### src/sv/gtu_pkg.sv
// shared types, codes and register numbers for the graphics tag unpacker
`default_nettype none

package gtu_pkg;

    // transfer modes carried by a tag
    localparam logic [1:0] MODE_PACKED  = 2'd0;
    localparam logic [1:0] MODE_REGLIST = 2'd1;

    // register descriptors
    localparam logic [3:0] DESC_PRIM    = 4'h0;
    localparam logic [3:0] DESC_RGBAQ   = 4'h1;
    localparam logic [3:0] DESC_ST      = 4'h2;
    localparam logic [3:0] DESC_UV      = 4'h3;
    localparam logic [3:0] DESC_XYZF2   = 4'h4;
    localparam logic [3:0] DESC_XYZ2    = 4'h5;
    localparam logic [3:0] DESC_TEX0_1  = 4'h6;
    localparam logic [3:0] DESC_TEX0_2  = 4'h7;
    localparam logic [3:0] DESC_CLAMP_1 = 4'h8;
    localparam logic [3:0] DESC_XYZ3    = 4'hD;
    localparam logic [3:0] DESC_AD      = 4'hE;
    localparam logic [3:0] DESC_NOP     = 4'hF;

    // graphics register numbers
    localparam logic [7:0] REG_PRIM  = 8'h00;
    localparam logic [7:0] REG_RGBAQ = 8'h01;
    localparam logic [7:0] REG_ST    = 8'h02;
    localparam logic [7:0] REG_UV    = 8'h03;
    localparam logic [7:0] REG_XYZF2 = 8'h04;
    localparam logic [7:0] REG_XYZ2  = 8'h05;
    localparam logic [7:0] REG_XYZF3 = 8'h0C;
    localparam logic [7:0] REG_XYZ3  = 8'h0D;

    // result kinds
    localparam logic KIND_REG   = 1'b0;
    localparam logic KIND_IMAGE = 1'b1;

    localparam int unsigned QUEUE_DEPTH = 2;

    typedef struct packed {
        logic        kind;
        logic [7:0]  addr;
        logic [63:0] data_low;
        logic [63:0] data_high;
        logic        last;
    } result_t;

    // results caused by one input word, already compacted to the front
    typedef struct packed {
        logic [1:0] count;
        result_t    first;
        result_t    second;
    } result_pair_t;

endpackage

`default_nettype wire

### src/sv/gtu_unpack.sv
// tag state registers and single-pass decode of one quadword into results
`default_nettype none

module gtu_unpack (
    input  wire logic                 aclk,
    input  wire logic                 aresetn,
    input  wire logic                 fire,
    input  wire logic [63:0]          qword_low,
    input  wire logic [63:0]          qword_high,
    output gtu_pkg::result_pair_t     results
);

    logic [14:0] loops_reg, loops_next;
    logic [1:0]  mode_reg, mode_next;
    logic [4:0]  rcount_reg, rcount_next;
    logic [63:0] desc_list_reg, desc_list_next;
    logic [4:0]  desc_idx_reg, desc_idx_next;
    logic [31:0] saved_q_reg, saved_q_next;

    function automatic logic [3:0] pick_desc(input logic [63:0] list,
                                             input logic [4:0] rc,
                                             input logic [4:0] di);
        logic [4:0] diff;
        logic [3:0] pos;
        diff = rc - di;
        pos  = diff[3:0];
        return list[{pos, 2'b00} +: 4];
    endfunction

    always_comb begin
        gtu_pkg::result_t ra, rb;
        logic             va, vb;
        logic [3:0]       d;
        logic [4:0]       di_dec;
        logic [31:0]      v0, v1, v2, v3;
        logic [4:0]       rc_tag;

        loops_next     = loops_reg;
        mode_next      = mode_reg;
        rcount_next    = rcount_reg;
        desc_list_next = desc_list_reg;
        desc_idx_next  = desc_idx_reg;
        saved_q_next   = saved_q_reg;
        ra = '0;
        rb = '0;
        va = 1'b0;
        vb = 1'b0;
        d  = '0;
        di_dec = '0;
        rc_tag = '0;
        v0 = qword_low[31:0];
        v1 = qword_low[63:32];
        v2 = qword_high[31:0];
        v3 = qword_high[63:32];

        if (loops_reg == '0) begin
            // tag word
            loops_next     = qword_low[14:0];
            mode_next      = qword_low[59:58];
            desc_list_next = qword_high;
            rc_tag         = (qword_low[63:60] == 4'd0) ? 5'd16 : {1'b0, qword_low[63:60]};
            rcount_next    = rc_tag;
            desc_idx_next  = rc_tag;
            if (qword_low[59:58] != gtu_pkg::MODE_REGLIST && qword_low[46]) begin
                va = 1'b1;
                ra.kind = gtu_pkg::KIND_REG;
                ra.addr = gtu_pkg::REG_PRIM;
                ra.data_low = {54'd0, qword_low[56:47]};
            end
        end else if (mode_reg == gtu_pkg::MODE_PACKED) begin
            d = pick_desc(desc_list_reg, rcount_reg, desc_idx_reg);
            di_dec = desc_idx_reg - 5'd1;
            desc_idx_next = di_dec;
            if (di_dec == '0) begin
                loops_next    = loops_reg - 15'd1;
                desc_idx_next = rcount_reg;
            end
            ra.kind = gtu_pkg::KIND_REG;
            ra.data_low = qword_low;
            va = 1'b1;
            case (d)
                gtu_pkg::DESC_PRIM: begin
                    ra.addr = gtu_pkg::REG_PRIM;
                    ra.data_low = {32'd0, v0};
                end
                gtu_pkg::DESC_RGBAQ: begin
                    ra.addr = gtu_pkg::REG_RGBAQ;
                    ra.data_low = {saved_q_reg, v3[7:0], v2[7:0], v1[7:0], v0[7:0]};
                end
                gtu_pkg::DESC_ST: begin
                    ra.addr = gtu_pkg::REG_ST;
                    saved_q_next = v2;
                end
                gtu_pkg::DESC_UV: begin
                    ra.addr = gtu_pkg::REG_UV;
                    ra.data_low = {33'd0, v1[14:0], 1'b0, v0[14:0]};
                end
                gtu_pkg::DESC_XYZF2: begin
                    ra.addr = v3[15] ? gtu_pkg::REG_XYZF3 : gtu_pkg::REG_XYZF2;
                    ra.data_low = {v3[11:4], v2[27:4], v1[15:0], v0[15:0]};
                end
                gtu_pkg::DESC_XYZ2: begin
                    ra.addr = v3[15] ? gtu_pkg::REG_XYZ3 : gtu_pkg::REG_XYZ2;
                    ra.data_low = {v2, v1[15:0], v0[15:0]};
                end
                gtu_pkg::DESC_TEX0_1, gtu_pkg::DESC_TEX0_2, gtu_pkg::DESC_CLAMP_1: begin
                    ra.addr = {4'd0, d};
                end
                gtu_pkg::DESC_XYZ3: begin
                    ra.addr = gtu_pkg::REG_XYZ3;
                end
                gtu_pkg::DESC_AD: begin
                    ra.addr = qword_high[7:0];
                end
                default: begin
                    va = 1'b0;
                end
            endcase
        end else if (mode_reg == gtu_pkg::MODE_REGLIST) begin
            // low half
            d = pick_desc(desc_list_reg, rcount_reg, desc_idx_reg);
            di_dec = desc_idx_reg - 5'd1;
            desc_idx_next = di_dec;
            if (di_dec == '0) begin
                loops_next    = loops_reg - 15'd1;
                desc_idx_next = rcount_reg;
            end
            va = (d != gtu_pkg::DESC_NOP);
            ra.kind = gtu_pkg::KIND_REG;
            ra.addr = {4'd0, d};
            ra.data_low = qword_low;
            // high half, padding once the loops run out
            if (loops_next != '0) begin
                d = pick_desc(desc_list_reg, rcount_reg, desc_idx_next);
                di_dec = desc_idx_next - 5'd1;
                desc_idx_next = di_dec;
                if (di_dec == '0) begin
                    loops_next    = loops_next - 15'd1;
                    desc_idx_next = rcount_reg;
                end
                vb = (d != gtu_pkg::DESC_NOP);
                rb.kind = gtu_pkg::KIND_REG;
                rb.addr = {4'd0, d};
                rb.data_low = qword_high;
            end
        end else begin
            // image word passes through
            va = 1'b1;
            ra.kind = gtu_pkg::KIND_IMAGE;
            ra.addr = '0;
            ra.data_low = qword_low;
            ra.data_high = qword_high;
            loops_next = loops_reg - 15'd1;
        end

        // compact to the front and mark the last one
        results.count  = {1'b0, va} + {1'b0, vb};
        results.first  = va ? ra : rb;
        results.second = rb;
        results.first.last  = !(va && vb);
        results.second.last = 1'b1;
    end

    always_ff @(posedge aclk) begin
        if (!aresetn) begin
            loops_reg     <= '0;
            mode_reg      <= gtu_pkg::MODE_PACKED;
            rcount_reg    <= '0;
            desc_list_reg <= '0;
            desc_idx_reg  <= '0;
            saved_q_reg   <= '0;
        end else if (fire) begin
            loops_reg     <= loops_next;
            mode_reg      <= mode_next;
            rcount_reg    <= rcount_next;
            desc_list_reg <= desc_list_next;
            desc_idx_reg  <= desc_idx_next;
            saved_q_reg   <= saved_q_next;
        end
    end

endmodule

`default_nettype wire

### src/sv/gtu_out_queue.sv
// two-entry result queue that takes up to two results and hands out one per cycle while pop is asserted
`default_nettype none

module gtu_out_queue (
    input  wire logic                 aclk,
    input  wire logic                 aresetn,
    input  wire logic                 push,
    input  wire gtu_pkg::result_pair_t push_data,
    input  wire logic                 pop,
    output gtu_pkg::result_t          head,
    output logic                      head_valid,
    output logic [1:0]                fill
);

    gtu_pkg::result_t slot0_reg, slot0_next;
    gtu_pkg::result_t slot1_reg, slot1_next;
    logic [1:0]       count_reg, count_next;

    always_comb begin
        logic [1:0] kept;
        logic [1:0] added;
        gtu_pkg::result_t front;

        kept  = count_reg - {1'b0, pop};
        added = push ? push_data.count : 2'd0;
        front = pop ? slot1_reg : slot0_reg;
        slot0_next = slot0_reg;
        slot1_next = slot1_reg;
        case (kept)
            2'd0: begin
                slot0_next = push_data.first;
                slot1_next = push_data.second;
            end
            2'd1: begin
                slot0_next = front;
                slot1_next = push_data.first;
            end
            default: begin
                slot0_next = slot0_reg;
                slot1_next = slot1_reg;
            end
        endcase
        count_next = kept + added;
    end

    always_ff @(posedge aclk) begin
        if (!aresetn) begin
            count_reg <= '0;
        end else begin
            count_reg <= count_next;
        end
    end

    always_ff @(posedge aclk) begin
        slot0_reg <= slot0_next;
        slot1_reg <= slot1_next;
    end

    assign head       = slot0_reg;
    assign head_valid = (count_reg != '0);
    assign fill       = count_reg;

endmodule

`default_nettype wire

### src/sv/graphics_tag_unpacker_core.sv
// top level of the graphics tag unpacker: input register, decode and result queue
// path: an accepted word waits in the input register and its results reach m_tdata from the queue head
// throughput: one input word per cycle while each word yields at most one result and m_tready stays high
// a reglist word with two writes waits until the queue is empty (queue room uses pre-pop fill)
// reset: aresetn low at a clock edge clears the tag state, the input stage and the queue
// after reset the first accepted word is decoded as a tag
`default_nettype none

module graphics_tag_unpacker_core (
    input  wire logic          aclk,
    input  wire logic          aresetn,
    // input quadword stream
    input  wire logic          s_tvalid,
    output logic               s_tready,
    input  wire logic [127:0]  s_tdata,   // qword_low [63:0], qword_high [127:64]
    // result stream
    output logic               m_tvalid,
    input  wire logic          m_tready,
    output logic [135:0]       m_tdata,   // register_address [7:0], data_low [71:8],
                                          // data_high [135:72]
    output logic [0:0]         m_tuser,   // result_kind [0]
    output logic               m_tlast    // last_result
);

    // input register, parts the upstream handshake from the decode
    logic          in_valid_reg;
    logic [63:0]   in_low_reg;
    logic [63:0]   in_high_reg;

    gtu_pkg::result_pair_t results;
    gtu_pkg::result_t      head;
    logic                  head_valid;
    logic [1:0]            fill;
    logic                  fire;
    logic                  pop;
    logic [2:0]            needed;

    // a held word is decoded once the queue has room for all of its results;
    // the check uses the fill before this cycle's pop so m_tready never reaches s_tready
    assign needed = {1'b0, fill} + {1'b0, results.count};
    assign fire   = in_valid_reg && (needed <= 3'(gtu_pkg::QUEUE_DEPTH));
    assign s_tready = !in_valid_reg || fire;
    assign pop    = head_valid && m_tready;

    always_ff @(posedge aclk) begin
        if (!aresetn) begin
            in_valid_reg <= 1'b0;
        end else if (s_tready) begin
            in_valid_reg <= s_tvalid;
        end
    end

    always_ff @(posedge aclk) begin
        if (s_tready && s_tvalid) begin
            in_low_reg  <= s_tdata[63:0];
            in_high_reg <= s_tdata[127:64];
        end
    end

    // tag state and per-word repacking
    gtu_unpack u_unpack (
        .aclk       (aclk),
        .aresetn    (aresetn),
        .fire       (fire),
        .qword_low  (in_low_reg),
        .qword_high (in_high_reg),
        .results    (results)
    );

    // results wait here until the downstream side takes them
    gtu_out_queue u_queue (
        .aclk       (aclk),
        .aresetn    (aresetn),
        .push       (fire),
        .push_data  (results),
        .pop        (pop),
        .head       (head),
        .head_valid (head_valid),
        .fill       (fill)
    );

    // output word
    assign m_tvalid = head_valid;
    assign m_tdata  = {head.data_high, head.data_low, head.addr};
    assign m_tuser  = head.kind;
    assign m_tlast  = head.last;

endmodule

`default_nettype wire

### config.mk
export PLATFORM = sky130hd
export DESIGN_NAME = graphics_tag_unpacker_core
export DESIGN_NICKNAME = d
export VERILOG_FILES = /design/src/sv/gtu_pkg.sv /design/src/sv/gtu_unpack.sv /design/src/sv/gtu_out_queue.sv /design/src/sv/graphics_tag_unpacker_core.sv
export SDC_FILE = /design/constraint.sdc
export NUM_CORES = 1
export LEC_CHECK = 0
export ABC_CLOCK_PERIOD_IN_PS = 8900
export CAP_MARGIN = 30
export CORE_MARGIN = 1
export CORE_UTILIZATION = 35
export CTS_CLUSTER_SIZE = 14
export DETAILED_ROUTE_END_ITERATION = 6
export DONT_BUFFER_PORTS = 1
export SETUP_SLACK_MARGIN = 0.02
export SLEW_MARGIN = 20
export SYNTH_ARGS = -nofsm -noshare
export SYNTH_HDL_FRONTEND = slang
export SYNTH_SLANG_ARGS = --single-unit
### constraint.sdc
create_clock -name aclk -period 8.9 [get_ports aclk]
set_input_delay 0.445 -clock aclk [delete_from_list [all_inputs] [get_ports aclk]]
set_output_delay 0.445 -clock aclk [all_outputs]
set_load 0.02 [all_outputs]
==> run summary <==
most instantiated library cell after synthesis = nand2_1
WL/cell = 26.8 um
Post-CTS Resized = 0
relative slew slack = 29.6%
Slew @ Worst Pin = 1.06 ns
# DRC = 0
Data required, critical path = 9.45 ns
Yosys top cell by area = edfxtp_1
# rows = 98
WP buf/inv = 7
largest net degree at the start of global routing = 161
total clock sinks = 530
Final setup viols = 0
fillers = 6765
Num CTS Buffers = 59
die area = 74200 um^2
routability cong. = 0.967
Skew-Pair Late Insertion Delay = 0.63 ns
final hold vios = 0
Cell variety after synth = 85
grt total ovfl = 0
Synth async-reset ratio = 0%
GRT Total Usage = 23.7%
Cells after DPL = 3152
critical path capture point type = flop
width of the chip = 272 um
Seq/Total Area, Yosys = 57.3%
CTS root buf = clkbuf_16
antenna violations before repair = 4
crit path DAT = 8.23 ns
Worst path slowest cell = or4_1
Yosys top cell area share = 47.4%
CTS H-Tree Depth = 2
final net count = 2545
CTS tree = built
final wirelength = 91.0 mm
syn_area_per_cell = 10.9 um^2
vias in the first global route = 19415
Max Cap Viol = 0
top post-synthesis cells by count = nand2_1, edfxtp_1, clkbuf_1
Mapped Cells = 2355
vias per inst = 5.99
post-route insts no fill = 3393
Iter 0 DRT Violations = 2691
Max Fanout on Critical Path = 32
postcts setup bufs = 0
clock skew = 0.0274 ns
post-synthesis register bit count = 530
syn_nets = 2505
fmax = 0.130 GHz
Worst Setup Start Kind = flop
global-route wire length before repair = 131 mm
routed via count = 20330
setup tns final = 0 ns
EDFF count, synth = 404
Post-Syn Area = 25600 um^2
crit-path leading delay family = simple AND/OR/NAND/NOR gates
area grow syn2layout = 17.2%
Detailed Place HPWL = 60.6 mm
final worst-path cycle share = 86.3%
ys flop type = edfxtp_1
Clock transition at path regs = 0.06 ns
largest stage delay on the critical path = 0.57 ns
IO Count = 272
kind of critical path = flop to flop
deepest clock path buffer count = 3
most frequent CP cell = ha_1
main area contributors after synthesis = edfxtp_1, dfxtp_1, nand2_1
status = completed
Die Ht = 272 um
min Tclk post-route = 7.68 ns
hold buffer count at CTS = 130
Warnings, synthesis = 0
Buffers on Ports = 0
drt pass-1 iters = 7
unrepaired setup endpoints after global routing = no
antenna-violating nets left = 0
Core ar. = 71900 um^2
share of cells above drive strength 1 = 10.6%
Final Max Tran Viols = 0
Initial Util = 35.6%
Hold Crit Class = primary input to flop
-- kinds of logic after synthesis --
logic type / after synthesis / share of synthesized area [%]
compound gates: 602 / 16.0
fa+ha+maj: 18 / 0.939
xor+xnor: 32 / 1.10
mux: 117 / 6.32
simple gates: 822 / 14.6
flops: 530 / 57.3
buf+inv: 234 / 3.77
-- worst paths after layout --
path	to	slack, ns	cells after the start	startpoint
max	u_unpack.saved_q_reg[27]	1.22	29	u_unpack.desc_idx_reg[1]
min	u_unpack.loops_reg[12]	0.19	2	aresetn
max reg2reg	u_unpack.saved_q_reg[27]	1.22	29	u_unpack.desc_idx_reg[1]
min reg2reg	u_unpack.saved_q_reg[7]	0.46	2	u_unpack.saved_q_reg[7]
-- cells in the final DEF (no fill, tap or decap), drive strengths merged, types with 8 or more instances in the layout --
master / n
dfxtp: 126
ha: 16
and3: 94
a22oi: 24
dlygate4sd3: 130
xor2: 14
a32o: 21
a31oi: 24
a221o: 21
o21a: 8
nand2: 467
a21o: 8
mux4: 32
o2111ai: 10
bufinv: 15
o22ai: 9
nor2: 89
or3: 16
clkbuf: 64
a211oi: 39
nand3: 40
mux2: 37
o211ai: 48
mux2i: 48
o21ai: 125
nor2b: 8
and2: 19
inv: 29
clkinv: 24
buf: 55
nor3: 31
edfxtp: 404
a21oi: 157
a222oi: 27
a211o: 26
nor4: 17
xnor2: 18
-- through the flow --
step	setup WS (ns)	hold WS (ns)	cell area [um^2]	utilization, %
after global routing	0.781	0.189	30000	41.7
after CTS	1.36	0.161	30000	41.7
after floorplan	1.23	0.436	25600	-
after detailed placement	1.37	0.448	26500	36.9
after global placement	1.56	0.444	26500	36.8
final	1.22	0.193	30000	41.7
-- routing by layer --
metal,track usage (%),wire (um),vias up
met4,9.99,3780,0
li1,-,-,8918
met3,4.53,8390,199
met5,0,0,-
met1,32.0,36900,10046
met2,37.1,41900,1167
-- worst register-to-register path, delay by kind of cell, from the launching register on --
family	cells	cell delay, ns
compound gates	5	0.96
xor+xnor	1	0.21
fa+ha+maj	6	1.61
buf+inv	7	1.21
flops	1	0.48
mux	1	0.36
simple gates	9	2.76
-- cell type report --
cell class              instances  area [um^2]  area share (%)
flip-flops and latches        530        14700            48.9
multi-input cells            1591        10100            33.6
repair buffers                186         1840            6.12
clock buffers                  63         1490            4.97
well taps                     950         1190            3.96
clock inverters                45          638            2.13
inverters                      27          101           0.338
diodes                          1         2.50         0.00834
Power is not shown: default switching activity piles up to over one toggle a cycle in this logic, so the estimate is an artifact.
